`src/sv/assert_macros.svh`:
```
// ---------------------------------------------------------------------------
// assertion macros
// shared concurrent assertion forms for the search block
// ---------------------------------------------------------------------------
`ifndef ASSERT_MACROS_SVH
`define ASSERT_MACROS_SVH

// expression must hold at every clock edge outside reset
`define BFK_CHECK(lbl, clk, rst, expr, msg) \
   lbl: assert property (@(posedge clk) disable iff (rst) (expr)) else $error(msg);

// antecedent implies consequent in the same cycle
`define BFK_IMPLY(lbl, clk, rst, ante, cons, msg) \
   lbl: assert property (@(posedge clk) disable iff (rst) (ante) |-> (cons)) \
      else $error(msg);

`endif

```
`src/sv/bfknn_pkg.sv`:
```
// ---------------------------------------------------------------------------
// bfknn_pkg
// constants, codes and controller/datapath types for the knn search block
// ---------------------------------------------------------------------------
package bfknn_pkg;

   // sizes
   localparam int CAPACITY = 1024;
   localparam int DIM_MAX  = 128;
   localparam int K_MAX    = 16;
   localparam int ELEM_W   = 16;
   localparam int IDX_W    = $clog2(CAPACITY);
   localparam int CNT_W    = $clog2(CAPACITY + 1);
   localparam int DIM_AW   = $clog2(DIM_MAX);
   localparam int DIM_W    = 8;
   localparam int TOPK_W   = 5;
   localparam int KI_W     = $clog2(K_MAX);
   localparam int KN_W     = $clog2(K_MAX + 1);
   localparam int VADDR_W  = IDX_W + DIM_AW;
   localparam int SCORE_W  = 48;
   localparam int NORM_W   = 24;
   localparam int ROOT_W   = 20;
   localparam int SUMSQ_W  = 40;
   localparam int MAG_W    = 38;
   localparam int DEN_W    = 44;
   localparam int QUOT_W   = 15;
   localparam int STEP_W   = 5;
   localparam int CSR_IW   = 2;
   localparam int CSR_DW   = 8;

   localparam logic signed [SCORE_W-1:0] COS_MAX = 48'sd32767;
   localparam logic signed [SCORE_W-1:0] COS_MIN = -48'sd32768;

   // register indexes
   localparam logic [CSR_IW-1:0] REG_DIM    = 2'd0;
   localparam logic [CSR_IW-1:0] REG_TOPK   = 2'd1;
   localparam logic [CSR_IW-1:0] REG_METRIC = 2'd2;

   // request kinds and metrics
   localparam logic REQ_ADD    = 1'b0;
   localparam logic REQ_QUERY  = 1'b1;
   localparam logic MET_L2     = 1'b0;
   localparam logic MET_COSINE = 1'b1;

   // result status codes
   localparam logic [1:0] ST_OK    = 2'd0;
   localparam logic [1:0] ST_EMPTY = 2'd1;
   localparam logic [1:0] ST_ZERO  = 2'd2;
   localparam logic [1:0] ST_FULL  = 2'd3;

   // controller to datapath
   typedef struct packed {
      logic              metric;
      logic              elem_wr;
      logic              elem_last;
      logic [DIM_AW-1:0] elem_addr;
      logic [IDX_W-1:0]  slot;
      logic              slot_ok;
      logic              acc_clr;
      logic              iter_go;
      logic              iter_div;
      logic              qnorm_ld;
      logic              norm_wr;
      logic              vec_start;
      logic [IDX_W-1:0]  vidx;
      logic              rd_en;
      logic [DIM_AW-1:0] rd_j;
      logic              rd_last;
      logic              score_ld;
      logic              list_clr;
      logic              ins;
      logic [KN_W-1:0]   ins_lim;
      logic              emit;
      logic [KI_W-1:0]   emit_idx;
      logic              emit_last;
      logic              err;
      logic [1:0]        err_code;
   } cmd_type;

   // datapath to controller
   typedef struct packed {
      logic sum_zero;
      logic iter_done;
      logic acc_done;
      logic norm_zero;
      logic slot_free;
   } stat_type;

endpackage

```
`src/sv/bfknn_ctrl.sv`:
```
// ---------------------------------------------------------------------------
// bfknn_ctrl
// controller: configuration registers, element and vector counters and the
// sequencer for add, query scan and result output
// ---------------------------------------------------------------------------
module bfknn_ctrl (
   input  logic                            clock,
   input  logic                            reset,
   input  logic                            csr_wr_en,
   input  logic [bfknn_pkg::CSR_IW-1:0]    csr_index,
   input  logic [bfknn_pkg::CSR_DW-1:0]    csr_data,
   input  logic                            req_valid,
   input  logic                            req_type,
   output logic                            req_ready,
   output bfknn_pkg::cmd_type              cmd,
   input  bfknn_pkg::stat_type             stat
);
   import bfknn_pkg::*;

   localparam logic [3:0] S_IDLE   = 4'd0;
   localparam logic [3:0] S_NSTART = 4'd1;
   localparam logic [3:0] S_NWAIT  = 4'd2;
   localparam logic [3:0] S_QSTART = 4'd3;
   localparam logic [3:0] S_QWAIT  = 4'd4;
   localparam logic [3:0] S_VSTART = 4'd5;
   localparam logic [3:0] S_VREAD  = 4'd6;
   localparam logic [3:0] S_VDRAIN = 4'd7;
   localparam logic [3:0] S_VDIV   = 4'd8;
   localparam logic [3:0] S_VINS   = 4'd9;
   localparam logic [3:0] S_EMIT   = 4'd10;

   logic [3:0]        state_ff, state_in;
   logic [DIM_W-1:0]  dim_ff, dim_in;
   logic [TOPK_W-1:0] topk_ff, topk_in;
   logic              metric_ff, metric_in;
   logic [CNT_W-1:0]  vcount_ff, vcount_in;
   logic [DIM_W-1:0]  ecnt_ff, ecnt_in;
   logic [DIM_AW-1:0] j_ff, j_in;
   logic [IDX_W-1:0]  vidx_ff, vidx_in;
   logic [KI_W-1:0]   oidx_ff, oidx_in;
   logic [KN_W-1:0]   n_ff, n_in;

   logic [DIM_W-1:0]  eff_d;
   logic [KN_W-1:0]   eff_k;
   logic [DIM_W-1:0]  cnt_eff;
   logic              el_last;
   logic              accept;
   logic              store_ok;
   logic              rd_last;
   logic              emit_last;

   // effective configuration
   always_comb begin
      if (dim_ff == '0) begin
         eff_d = DIM_W'(1);
      end else if (dim_ff > DIM_W'(DIM_MAX)) begin
         eff_d = DIM_W'(DIM_MAX);
      end else begin
         eff_d = dim_ff;
      end
      if (topk_ff == '0) begin
         eff_k = KN_W'(1);
      end else if (topk_ff > TOPK_W'(K_MAX)) begin
         eff_k = KN_W'(K_MAX);
      end else begin
         eff_k = KN_W'(topk_ff);
      end
   end

   assign req_ready = (state_ff == S_IDLE) && stat.slot_free;
   assign accept    = req_valid && req_ready;
   assign cnt_eff   = (ecnt_ff >= eff_d) ? '0 : ecnt_ff;
   assign el_last   = (cnt_eff + 1'b1) >= eff_d;
   assign store_ok  = vcount_ff < CNT_W'(CAPACITY);
   assign rd_last   = (DIM_W'(j_ff) + 1'b1) == eff_d;
   assign emit_last = (KN_W'(oidx_ff) + 1'b1) == n_ff;

   // sequencer
   always_comb begin
      state_in  = state_ff;
      dim_in    = dim_ff;
      topk_in   = topk_ff;
      metric_in = metric_ff;
      vcount_in = vcount_ff;
      ecnt_in   = ecnt_ff;
      j_in      = j_ff;
      vidx_in   = vidx_ff;
      oidx_in   = oidx_ff;
      n_in      = n_ff;

      cmd           = '0;
      cmd.metric    = metric_ff;
      cmd.elem_addr = cnt_eff[DIM_AW-1:0];
      cmd.slot      = vcount_ff[IDX_W-1:0];
      cmd.slot_ok   = store_ok;
      cmd.vidx      = vidx_ff;
      cmd.rd_j      = j_ff;
      cmd.rd_last   = rd_last;
      cmd.ins_lim   = n_ff;
      cmd.emit_idx  = oidx_ff;
      cmd.emit_last = emit_last;

      unique case (state_ff)
         S_IDLE: begin
            if (accept) begin
               cmd.elem_wr = 1'b1;
               if (!el_last) begin
                  ecnt_in = cnt_eff + 1'b1;
               end else begin
                  ecnt_in       = '0;
                  cmd.elem_last = 1'b1;
                  if (req_type == REQ_ADD) begin
                     if (!store_ok) begin
                        cmd.err      = 1'b1;
                        cmd.err_code = ST_FULL;
                     end else begin
                        state_in = S_NSTART;
                     end
                  end else if (vcount_ff == '0) begin
                     cmd.err      = 1'b1;
                     cmd.err_code = ST_EMPTY;
                  end else if (metric_ff == MET_COSINE && stat.sum_zero) begin
                     cmd.err      = 1'b1;
                     cmd.err_code = ST_ZERO;
                  end else begin
                     n_in     = (CNT_W'(eff_k) < vcount_ff) ? eff_k : KN_W'(vcount_ff);
                     state_in = S_QSTART;
                  end
               end
            end
         end
         S_NSTART: begin
            cmd.iter_go = 1'b1;
            state_in    = S_NWAIT;
         end
         S_NWAIT: begin
            if (stat.iter_done) begin
               cmd.norm_wr = 1'b1;
               vcount_in   = vcount_ff + 1'b1;
               state_in    = S_IDLE;
            end
         end
         S_QSTART: begin
            cmd.iter_go = 1'b1;
            state_in    = S_QWAIT;
         end
         S_QWAIT: begin
            if (stat.iter_done) begin
               cmd.qnorm_ld = 1'b1;
               cmd.list_clr = 1'b1;
               vidx_in      = '0;
               state_in     = S_VSTART;
            end
         end
         S_VSTART: begin
            cmd.vec_start = 1'b1;
            j_in          = '0;
            state_in      = S_VREAD;
         end
         S_VREAD: begin
            cmd.rd_en = 1'b1;
            j_in      = j_ff + 1'b1;
            if (rd_last) begin
               state_in = S_VDRAIN;
            end
         end
         S_VDRAIN: begin
            if (stat.acc_done) begin
               if (metric_ff == MET_COSINE && !stat.norm_zero) begin
                  cmd.iter_go  = 1'b1;
                  cmd.iter_div = 1'b1;
                  state_in     = S_VDIV;
               end else begin
                  cmd.score_ld = 1'b1;
                  state_in     = S_VINS;
               end
            end
         end
         S_VDIV: begin
            if (stat.iter_done) begin
               cmd.score_ld = 1'b1;
               state_in     = S_VINS;
            end
         end
         S_VINS: begin
            cmd.ins = 1'b1;
            if ((CNT_W'(vidx_ff) + 1'b1) == vcount_ff) begin
               oidx_in  = '0;
               state_in = S_EMIT;
            end else begin
               vidx_in  = vidx_ff + 1'b1;
               state_in = S_VSTART;
            end
         end
         S_EMIT: begin
            if (stat.slot_free) begin
               cmd.emit = 1'b1;
               if (emit_last) begin
                  state_in = S_IDLE;
               end else begin
                  oidx_in = oidx_ff + 1'b1;
               end
            end
         end
         default: begin
            state_in = S_IDLE;
         end
      endcase

      // register writes, to be made only while idle; the block itself does not enforce this
      if (csr_wr_en) begin
         unique case (csr_index)
            REG_DIM: begin
               dim_in      = csr_data;
               ecnt_in     = '0;
               cmd.acc_clr = 1'b1;
            end
            REG_TOPK: begin
               topk_in = csr_data[TOPK_W-1:0];
            end
            REG_METRIC: begin
               metric_in = csr_data[0];
            end
            default: begin
            end
         endcase
      end
   end

   always_ff @(posedge clock) begin
      if (reset) begin
         state_ff  <= S_IDLE;
         dim_ff    <= DIM_W'(1);
         topk_ff   <= TOPK_W'(1);
         metric_ff <= MET_L2;
         vcount_ff <= '0;
         ecnt_ff   <= '0;
      end else begin
         state_ff  <= state_in;
         dim_ff    <= dim_in;
         topk_ff   <= topk_in;
         metric_ff <= metric_in;
         vcount_ff <= vcount_in;
         ecnt_ff   <= ecnt_in;
      end
   end

   always_ff @(posedge clock) begin
      j_ff    <= j_in;
      vidx_ff <= vidx_in;
      oidx_ff <= oidx_in;
      n_ff    <= n_in;
   end

endmodule

```
`config.mk`:
```
export PLATFORM = sky130hd
export DESIGN_NAME = bfknn_ctrl
export DESIGN_NICKNAME = d
export VERILOG_FILES = /design/src/sv/assert_macros.svh /design/src/sv/bfknn_pkg.sv /design/src/sv/bfknn_ctrl.sv
export SDC_FILE = /design/constraint.sdc
export NUM_CORES = 1
export LEC_CHECK = 0
export ABC_AREA = 1
export BUFFER_PORTS_ARGS = -buffer_cell sky130_fd_sc_hd__buf_2
export CAP_MARGIN = 25
export CORE_MARGIN = 1
export CORE_UTILIZATION = 55
export CTS_BUF_LIST = sky130_fd_sc_hd__clkbuf_8
export CTS_CLUSTER_DIAMETER = 30
export DETAILED_ROUTE_END_ITERATION = 6
export GPL_TIMING_DRIVEN = 1
export PLACE_DENSITY_LB_ADDON = 0.25
export SLEW_MARGIN = 20
export SYNTH_ARGS = -nofsm -noshare
export SYNTH_HDL_FRONTEND = slang
export SYNTH_SLANG_ARGS = --single-unit
```
`constraint.sdc`:
```
create_clock -name clock -period 4.9 [get_ports clock]
set_input_delay 0.49 -clock clock [delete_from_list [all_inputs] [get_ports clock]]
set_output_delay 0.49 -clock clock [all_outputs]
set_load 0.1 [all_outputs]
```
==> metrics.txt, run 1 <==
share of layout cells above drive strength 1 20.5%; Most used DFF post-synth dfxtp_1; initial core utilization 57.5%; router iterations before antenna repair 5; post-layout instance area 5240 sq um; clk root buf clkbuf_8; grt ovf 0; buffer levels on the longest clock path 2; FMAX 0.219 GHz; total core area 7850 sq um; clock tree sinks 63; vias 4492; initial antenna violation count 0; Post-Place Cells 825; CP Class reg -> out; fin util 66.8%; Req. time, crit path 4.41 ns; fin nets 782; Distinct cells, synth 43; flops & latches, synth 63; Global Route Usage Sum 26.8%; Mapped Nets 704; final non-filler cell total 844; vias in the first global route 4011; gpl congestion 0.888; area leader, netlist edfxtp_1; Layout area overhead 16.2%; Reg-to-Reg Start dim_ff[7]; # H-tree levels 3; DR DRC count 0; Via-to-Cell Ratio 5.32; reported leakage power 2.58 nW; worst-skew pair later-pin latency 0.35 ns; Post-Synthesis Cells 659; worst setup path startpoint dim_ff[7]; Worst Tran Pin Value 0.723 ns; first-pass GRT wire length 18000 um; post-route ant nets 0; period utilisation layout 93.4%; I/O Buffers 83; largest net degree at the start of global routing 27; final hold vios 0; fin crit period 4.58 ns; Max Cap Viol 0; ANT cells 0; Final Hold Slack 0.399 ns; Avg Cell Area, Syn 6.85 sq um; CTS clk-pin slew, worst paths 0.08 ns; Worst setup SP type flip-flop; Hold Startpoint reset; Worst Setup End Kind primary output; Post-synth EDFFs 26; CP arrival 4.09 ns; cts bufs inserted 9; Rel. slew slack 51.7%; Slew Viols, Final 0; Worst Path Max Fanout 7; PD cells 391 nW/um^2; Fillers 715; Total Die Area 8570 sq um; num ports 84; Routed WL per cell 13.3 um; worst hold path type in -> reg; register area share after synthesis 33.7%; Yosys top cell area share 17.3%; peak supply drop 329 uV; Clock Skew 0.0199 ns; Die Width 92.6 um; die height 92.6 um; count of warnings emitted by yosys 0; DP Wirelength 8770 um; status completed; Initial DRC Count 344; Final setup viols 0; DRT Wirelength 11300 um; TNS Setup 0 ns; row count 32; Area contributors post-synth edfxtp_1, dfxtp_1, nand2_1; cell area after synthesis 4510 sq um; # hold bufs at CTS 0; CTS tree yes; asr flop ratio synth 0%; placed instance area 4950 sq um
metrics by stage:
stage	total power, mW	setup WS (ns)
floorplan	1.39	0.0646
global placement	1.52	0.604
detailed placement	1.53	0.436
CTS	2.04	0.0525
global route	2.16	-0.00631
finish	2.05	0.324
worst max-delay path: stages (launching register included):
cell and delay (ns):
dfxtp_1 0.53, inv_1 0.18, nand2_1 0.22, ha_1 0.29
nand2_1 0.07, inv_1 0.05, nand2_1 0.06, nand2_1 0.04
nand2_1 0.11, nand3_4 0.16, nor2_4 0.13, nand2_1 0.09
nor2_1 0.16, nand3_1 0.11, and2_1 0.17, ha_1 0.31
nand2_1 0.08, nor2_1 0.17, nand4_1 0.15, nand3_2 0.16
nand2_2 0.12, nor2_2 0.14, buf_6 0.23
cells in the mapped netlist (2+ instances only):
master	number
o21ai_0	30
buf_4	16
edfxtp_1	26
inv_1	87
nor4_1	2
xnor2_1	6
inv_2	10
nand2_1	160
o211ai_1	3
nor2_1	94
clkinv_1	3
clkinv_2	2
nor3_1	8
nand4_1	10
nand3_1	47
o22ai_1	2
o21a_1	2
a21oi_2	2
o21ai_1	3
nor3_2	2
a21oi_1	40
xor2_1	6
nand2_2	4
nand3_4	2
and2_1	2
or2_2	2
dfxtp_1	37
ha_1	25
clkbuf_1	2
nor2_4	4
nor2_2	8
kinds of logic (layout without fill, tap and decap cells):
| group | after synthesis | in the layout | synth area share (%) |
|---|---|---|---|
| buffers and inverters | 121 | 204 | 11.5 |
| xor gates and xnor gates | 13 | 13 | 2.83 |
| AOI/OAI and AO/OA | 87 | 87 | 10.5 |
| and+or+nand+nor | 350 | 350 | 34.6 |
| adders and majority gates | 25 | 25 | 6.93 |
| DFF | 63 | 63 | 33.7 |
final timing paths:
kind / endpoint / slack, ns / depth (start not counted)
setup / recovery: cmd[1] / 0.32 / 22
hold reg to reg: topk_ff[3] / 0.48 / 2
hold / removal: vcount_ff[9] / 0.40 / 2
setup reg to reg: n_ff[2] / 0.81 / 21
timing repair:
| action | in CTS | in global routing |
|---|---|---|
| endpoints found under the hold margin | 0 | 0 |
| buffers inserted | 0 | 3 |
| setup endpoints to repair | 0 | 4 |
| gates resized for setup | 0 | 18 |
power breakdown:
| group | internal [mW] | total (mW) | switching [mW] |
|---|---|---|---|
| sequential | 0.605 | 0.666 | 0.0602 |
| combinational | 0.198 | 0.878 | 0.679 |
| clock | 0.298 | 0.508 | 0.209 |
| total | 1.10 | 2.05 | 0.949 |
flip-flops by register name, indices dropped and copies added, names as in the netlist:
signal	count
dim_ff	8
ecnt_ff	8
j_ff	7
metric_ff	1
n_ff	5
oidx_ff	4
state_ff	4
topk_ff	5
vcount_ff	11
vidx_ff	10
per-layer routing:
| metal | up-vias | global-route usage, % | part of all wire, % |
|---|---|---|---|
| met2 | 170 | 42.2 | 45 |
| met3 | 16 | 5.25 | 7.0 |
| li1 | 2278 | - | - |
| met5 | - | 0 | 0 |
| met4 | 0 | 8.20 | 1.3 |
| met1 | 2028 | 37.0 | 46 |
layout by cell type (no fill, tap or decap), types with 2 or more instances in the layout:
cell type  count
o22ai_1        2
o21a_1         2
o211ai_1       3
nand4_1       10
xor2_1         6
nand3_2        2
buf_6          2
ha_1          25
a21oi_2        2
nand3_4        2
and2_1         2
buf_4          4
bufinv_16      2
xnor2_1        6
dfxtp_1       37
buf_2         79
nor3_1         8
nand2_1      158
nor2_2        14
nor2_1        87
nand2_2        6
clkinv_1       3
o21ai_0       30
inv_1         88
o21ai_1        3
or2_2          2
inv_2         10
a21oi_1       40
clkbuf_8      10
nand3_1       46
nor2_4         5
nor4_1         2
nor3_2         2
edfxtp_1      26
clkinv_2       3
area by class of cell:
class	count	area, sq um	share of cell area, %
clock buffer	10	138	2.62
inverter	102	385	7.35
multi-input combinational	475	2520	48.0
clock inverter	6	85.1	1.62
tap	102	128	2.43
timing repair buffer	86	468	8.92
sequential	63	1520	29.0
Note: power is estimated with default switching activity, not from simulation.
==> inputs of run 2 (changes only) <==
--- a/config.mk
+++ b/config.mk
@@ -6,12 +6,12 @@
 export NUM_CORES = 1
 export LEC_CHECK = 0
 export ABC_AREA = 1
-export BUFFER_PORTS_ARGS = -buffer_cell sky130_fd_sc_hd__buf_2
+export BUFFER_PORTS_ARGS = -buffer_cell sky130_fd_sc_hd__clkbuf_2
 export CAP_MARGIN = 25
 export CORE_MARGIN = 1
-export CORE_UTILIZATION = 55
+export CORE_UTILIZATION = 53
 export CTS_BUF_LIST = sky130_fd_sc_hd__clkbuf_8
-export CTS_CLUSTER_DIAMETER = 30
+export CTS_CLUSTER_DIAMETER = 60
 export DETAILED_ROUTE_END_ITERATION = 6
 export GPL_TIMING_DRIVEN = 1
 export PLACE_DENSITY_LB_ADDON = 0.25
==> constraint.sdc (replaced) <==
create_clock -name clock -period 3.83 [get_ports clock]
set_input_delay 0.383 -clock clock [delete_from_list [all_inputs] [get_ports clock]]
set_output_delay 0.383 -clock clock [all_outputs]
set_load 0.1 [all_outputs]
==> run 2 against run 1 <==
  * The run now ends with negative setup slack left
  * Utilization rose by 4.7 points
  * Setup slack got worse by 0.84 ns
  * Clock skew fell by 0.0010 ns
  * Hold slack got worse by 0.10 ns
  * Die area rose by 3.7%
  * Non-clock buffer count rose by 35
  * Largest power group unchanged
  * Routed wire length rose by 22%
  * Total power rose by 33%
  * Clock power rose by 27%
  * Design area rose by 12%
==> metrics.txt, run 2 (same netlist as run 1, synthesis figures left out) <==
status complete, but fails checks; failing checks negative setup slack; I/O Buffers 83; CP arrival 3.97 ns; Hold Startpoint csr_data[0]; CP bufs+invs 6; vias in the first global route 4188; # H-tree levels 3; CTS tree yes; Layout area overhead 30.3%; DR DRC count 0; Max Cap Viol 0; Worst Tran Pin Value 0.830 ns; Total Die Area 8890 sq um; Req. time, crit path 3.45 ns; placed instance area 5160 sq um; CTS clk-pin slew, worst paths 0.06 ns; post-layout instance area 5880 sq um; peak supply drop 298 uV; reported leakage power 2.84 nW; gpl congestion 0.895; Fillers 641; delay-heaviest family, CP simple AND/OR/NAND/NOR gates; Final Hold Slack 0.297 ns; row count 33; most frequent cells in the layout nand2_1, inv_1, nor2_1; cell mode on critical path nand2_2; clk root buf clkbuf_8; period utilisation layout 114%; final worst slack -0.518 ns; final non-filler cell total 882; post-route ant nets 0; worst hold path type in -> reg; max reg flops 11; fin crit period 4.35 ns; PD cells 463 nW/um^2; clock tree sinks 63; Biggest register vcount_ff; worst-skew pair later-pin latency 0.35 ns; largest net degree at the start of global routing 27; Die Width 94.3 um; share of layout cells above drive strength 1 30.1%; first-pass GRT wire length 19900 um; Worst setup SP type flip-flop; FMAX 0.230 GHz; DP Wirelength 9300 um; CP Class reg -> out; Worst Setup End Kind primary output; Worst Path Max Fanout 5; # hold bufs at CTS 0; fin nets 817; Clock Skew 0.0189 ns; router iterations before antenna repair 5; Global Route Usage Sum 29.3%; vias 4874; Via-to-Cell Ratio 5.53; TNS Setup -2.62 ns; buffer levels on the longest clock path 2; initial core utilization 54.9%; num ports 84; Final setup viols 14; total power 2.72 mW; die height 94.3 um; worst setup path startpoint dim_ff[3]; Initial DRC Count 455; biggest regs vcount_ff: 11 flops, vidx_ff: 10 flops; ANT cells 0; Reg-to-Reg Start dim_ff[3]; Post-Place Cells 841; grt ovf 0; RSZ-0062 raised after global routing yes; initial antenna violation count 0; slowest CP cell dfxtp_2; commonest non-fill, non-tap cell in the layout nand2_1; total core area 8220 sq um; DRT Wirelength 13800 um; Worst path max stage delay 0.33 ns; Rel. slew slack 44.7%; final hold vios 0; cts bufs inserted 9; Routed WL per cell 15.6 um; Slew Viols, Final 0
==> run 2: layout make-up <==
class / count / area, sq um / area share [%]
clock inverters: 6 / 78.8 / 1.34
repair buffers: 121 / 776 / 13.2
well taps: 105 / 131 / 2.23
multi-input cells: 475 / 2830 / 48.2
flip-flops and latches: 63 / 1530 / 26.0
clock buffers: 10 / 138 / 2.34
inverters: 102 / 397 / 6.75
==> run 2: timing repair <==
item / CTS / global route
resized for setup: 22 / 48
pin swaps: 19 / 36
hold endpoints to repair: 0 / 0
endpoints found under the setup margin: 9 / 21
buffers inserted: 20 / 12
==> run 2: worst min-delay path: cells and delay by family <==
family	cells	cell delay [ns]
buffers and inverters	1	0.10
and+or+nand+nor	2	0.12
==> run 2: worst paths after layout <==
path / depth (start not counted) / slack [ns] / endpoint
hold / removal: 3 / 0.30 / topk_ff[0]
hold reg to reg: 2 / 0.48 / topk_ff[3]
setup reg to reg: 31 / -0.11 / state_ff[3]
setup / recovery: 27 / -0.52 / cmd[60]
==> run 2: per-layer routing <==
metal / up-vias / track usage [%] / part of all wire, %
met1: 2224 / 41.2 / 43
met2: 258 / 45.2 / 45
li1: 2349 / - / -
met4: 0 / 11.5 / 4.1
met5: - / 0 / 0
met3: 43 / 3.96 / 7.7
==> run 2: report_power, final <==
group / leakage, nW / total (mW) / internal [mW] / switching, mW
clock network: 0.116 / 0.645 / 0.378 / 0.267
registers: 0.542 / 0.860 / 0.775 / 0.0846
logic: 2.18 / 1.22 / 0.296 / 0.922
==> run 2: metrics by stage <==
stage | setup WS [ns] | util [%]
2_1_floorplan | -0.568 | -
3_3_place_gp | 0.0872 | 62.9
3_5_place_dp | -0.0362 | 62.9
4_1_cts | -0.380 | 68.3
5_1_grt | -0.697 | 71.6
6_report | -0.518 | 71.6
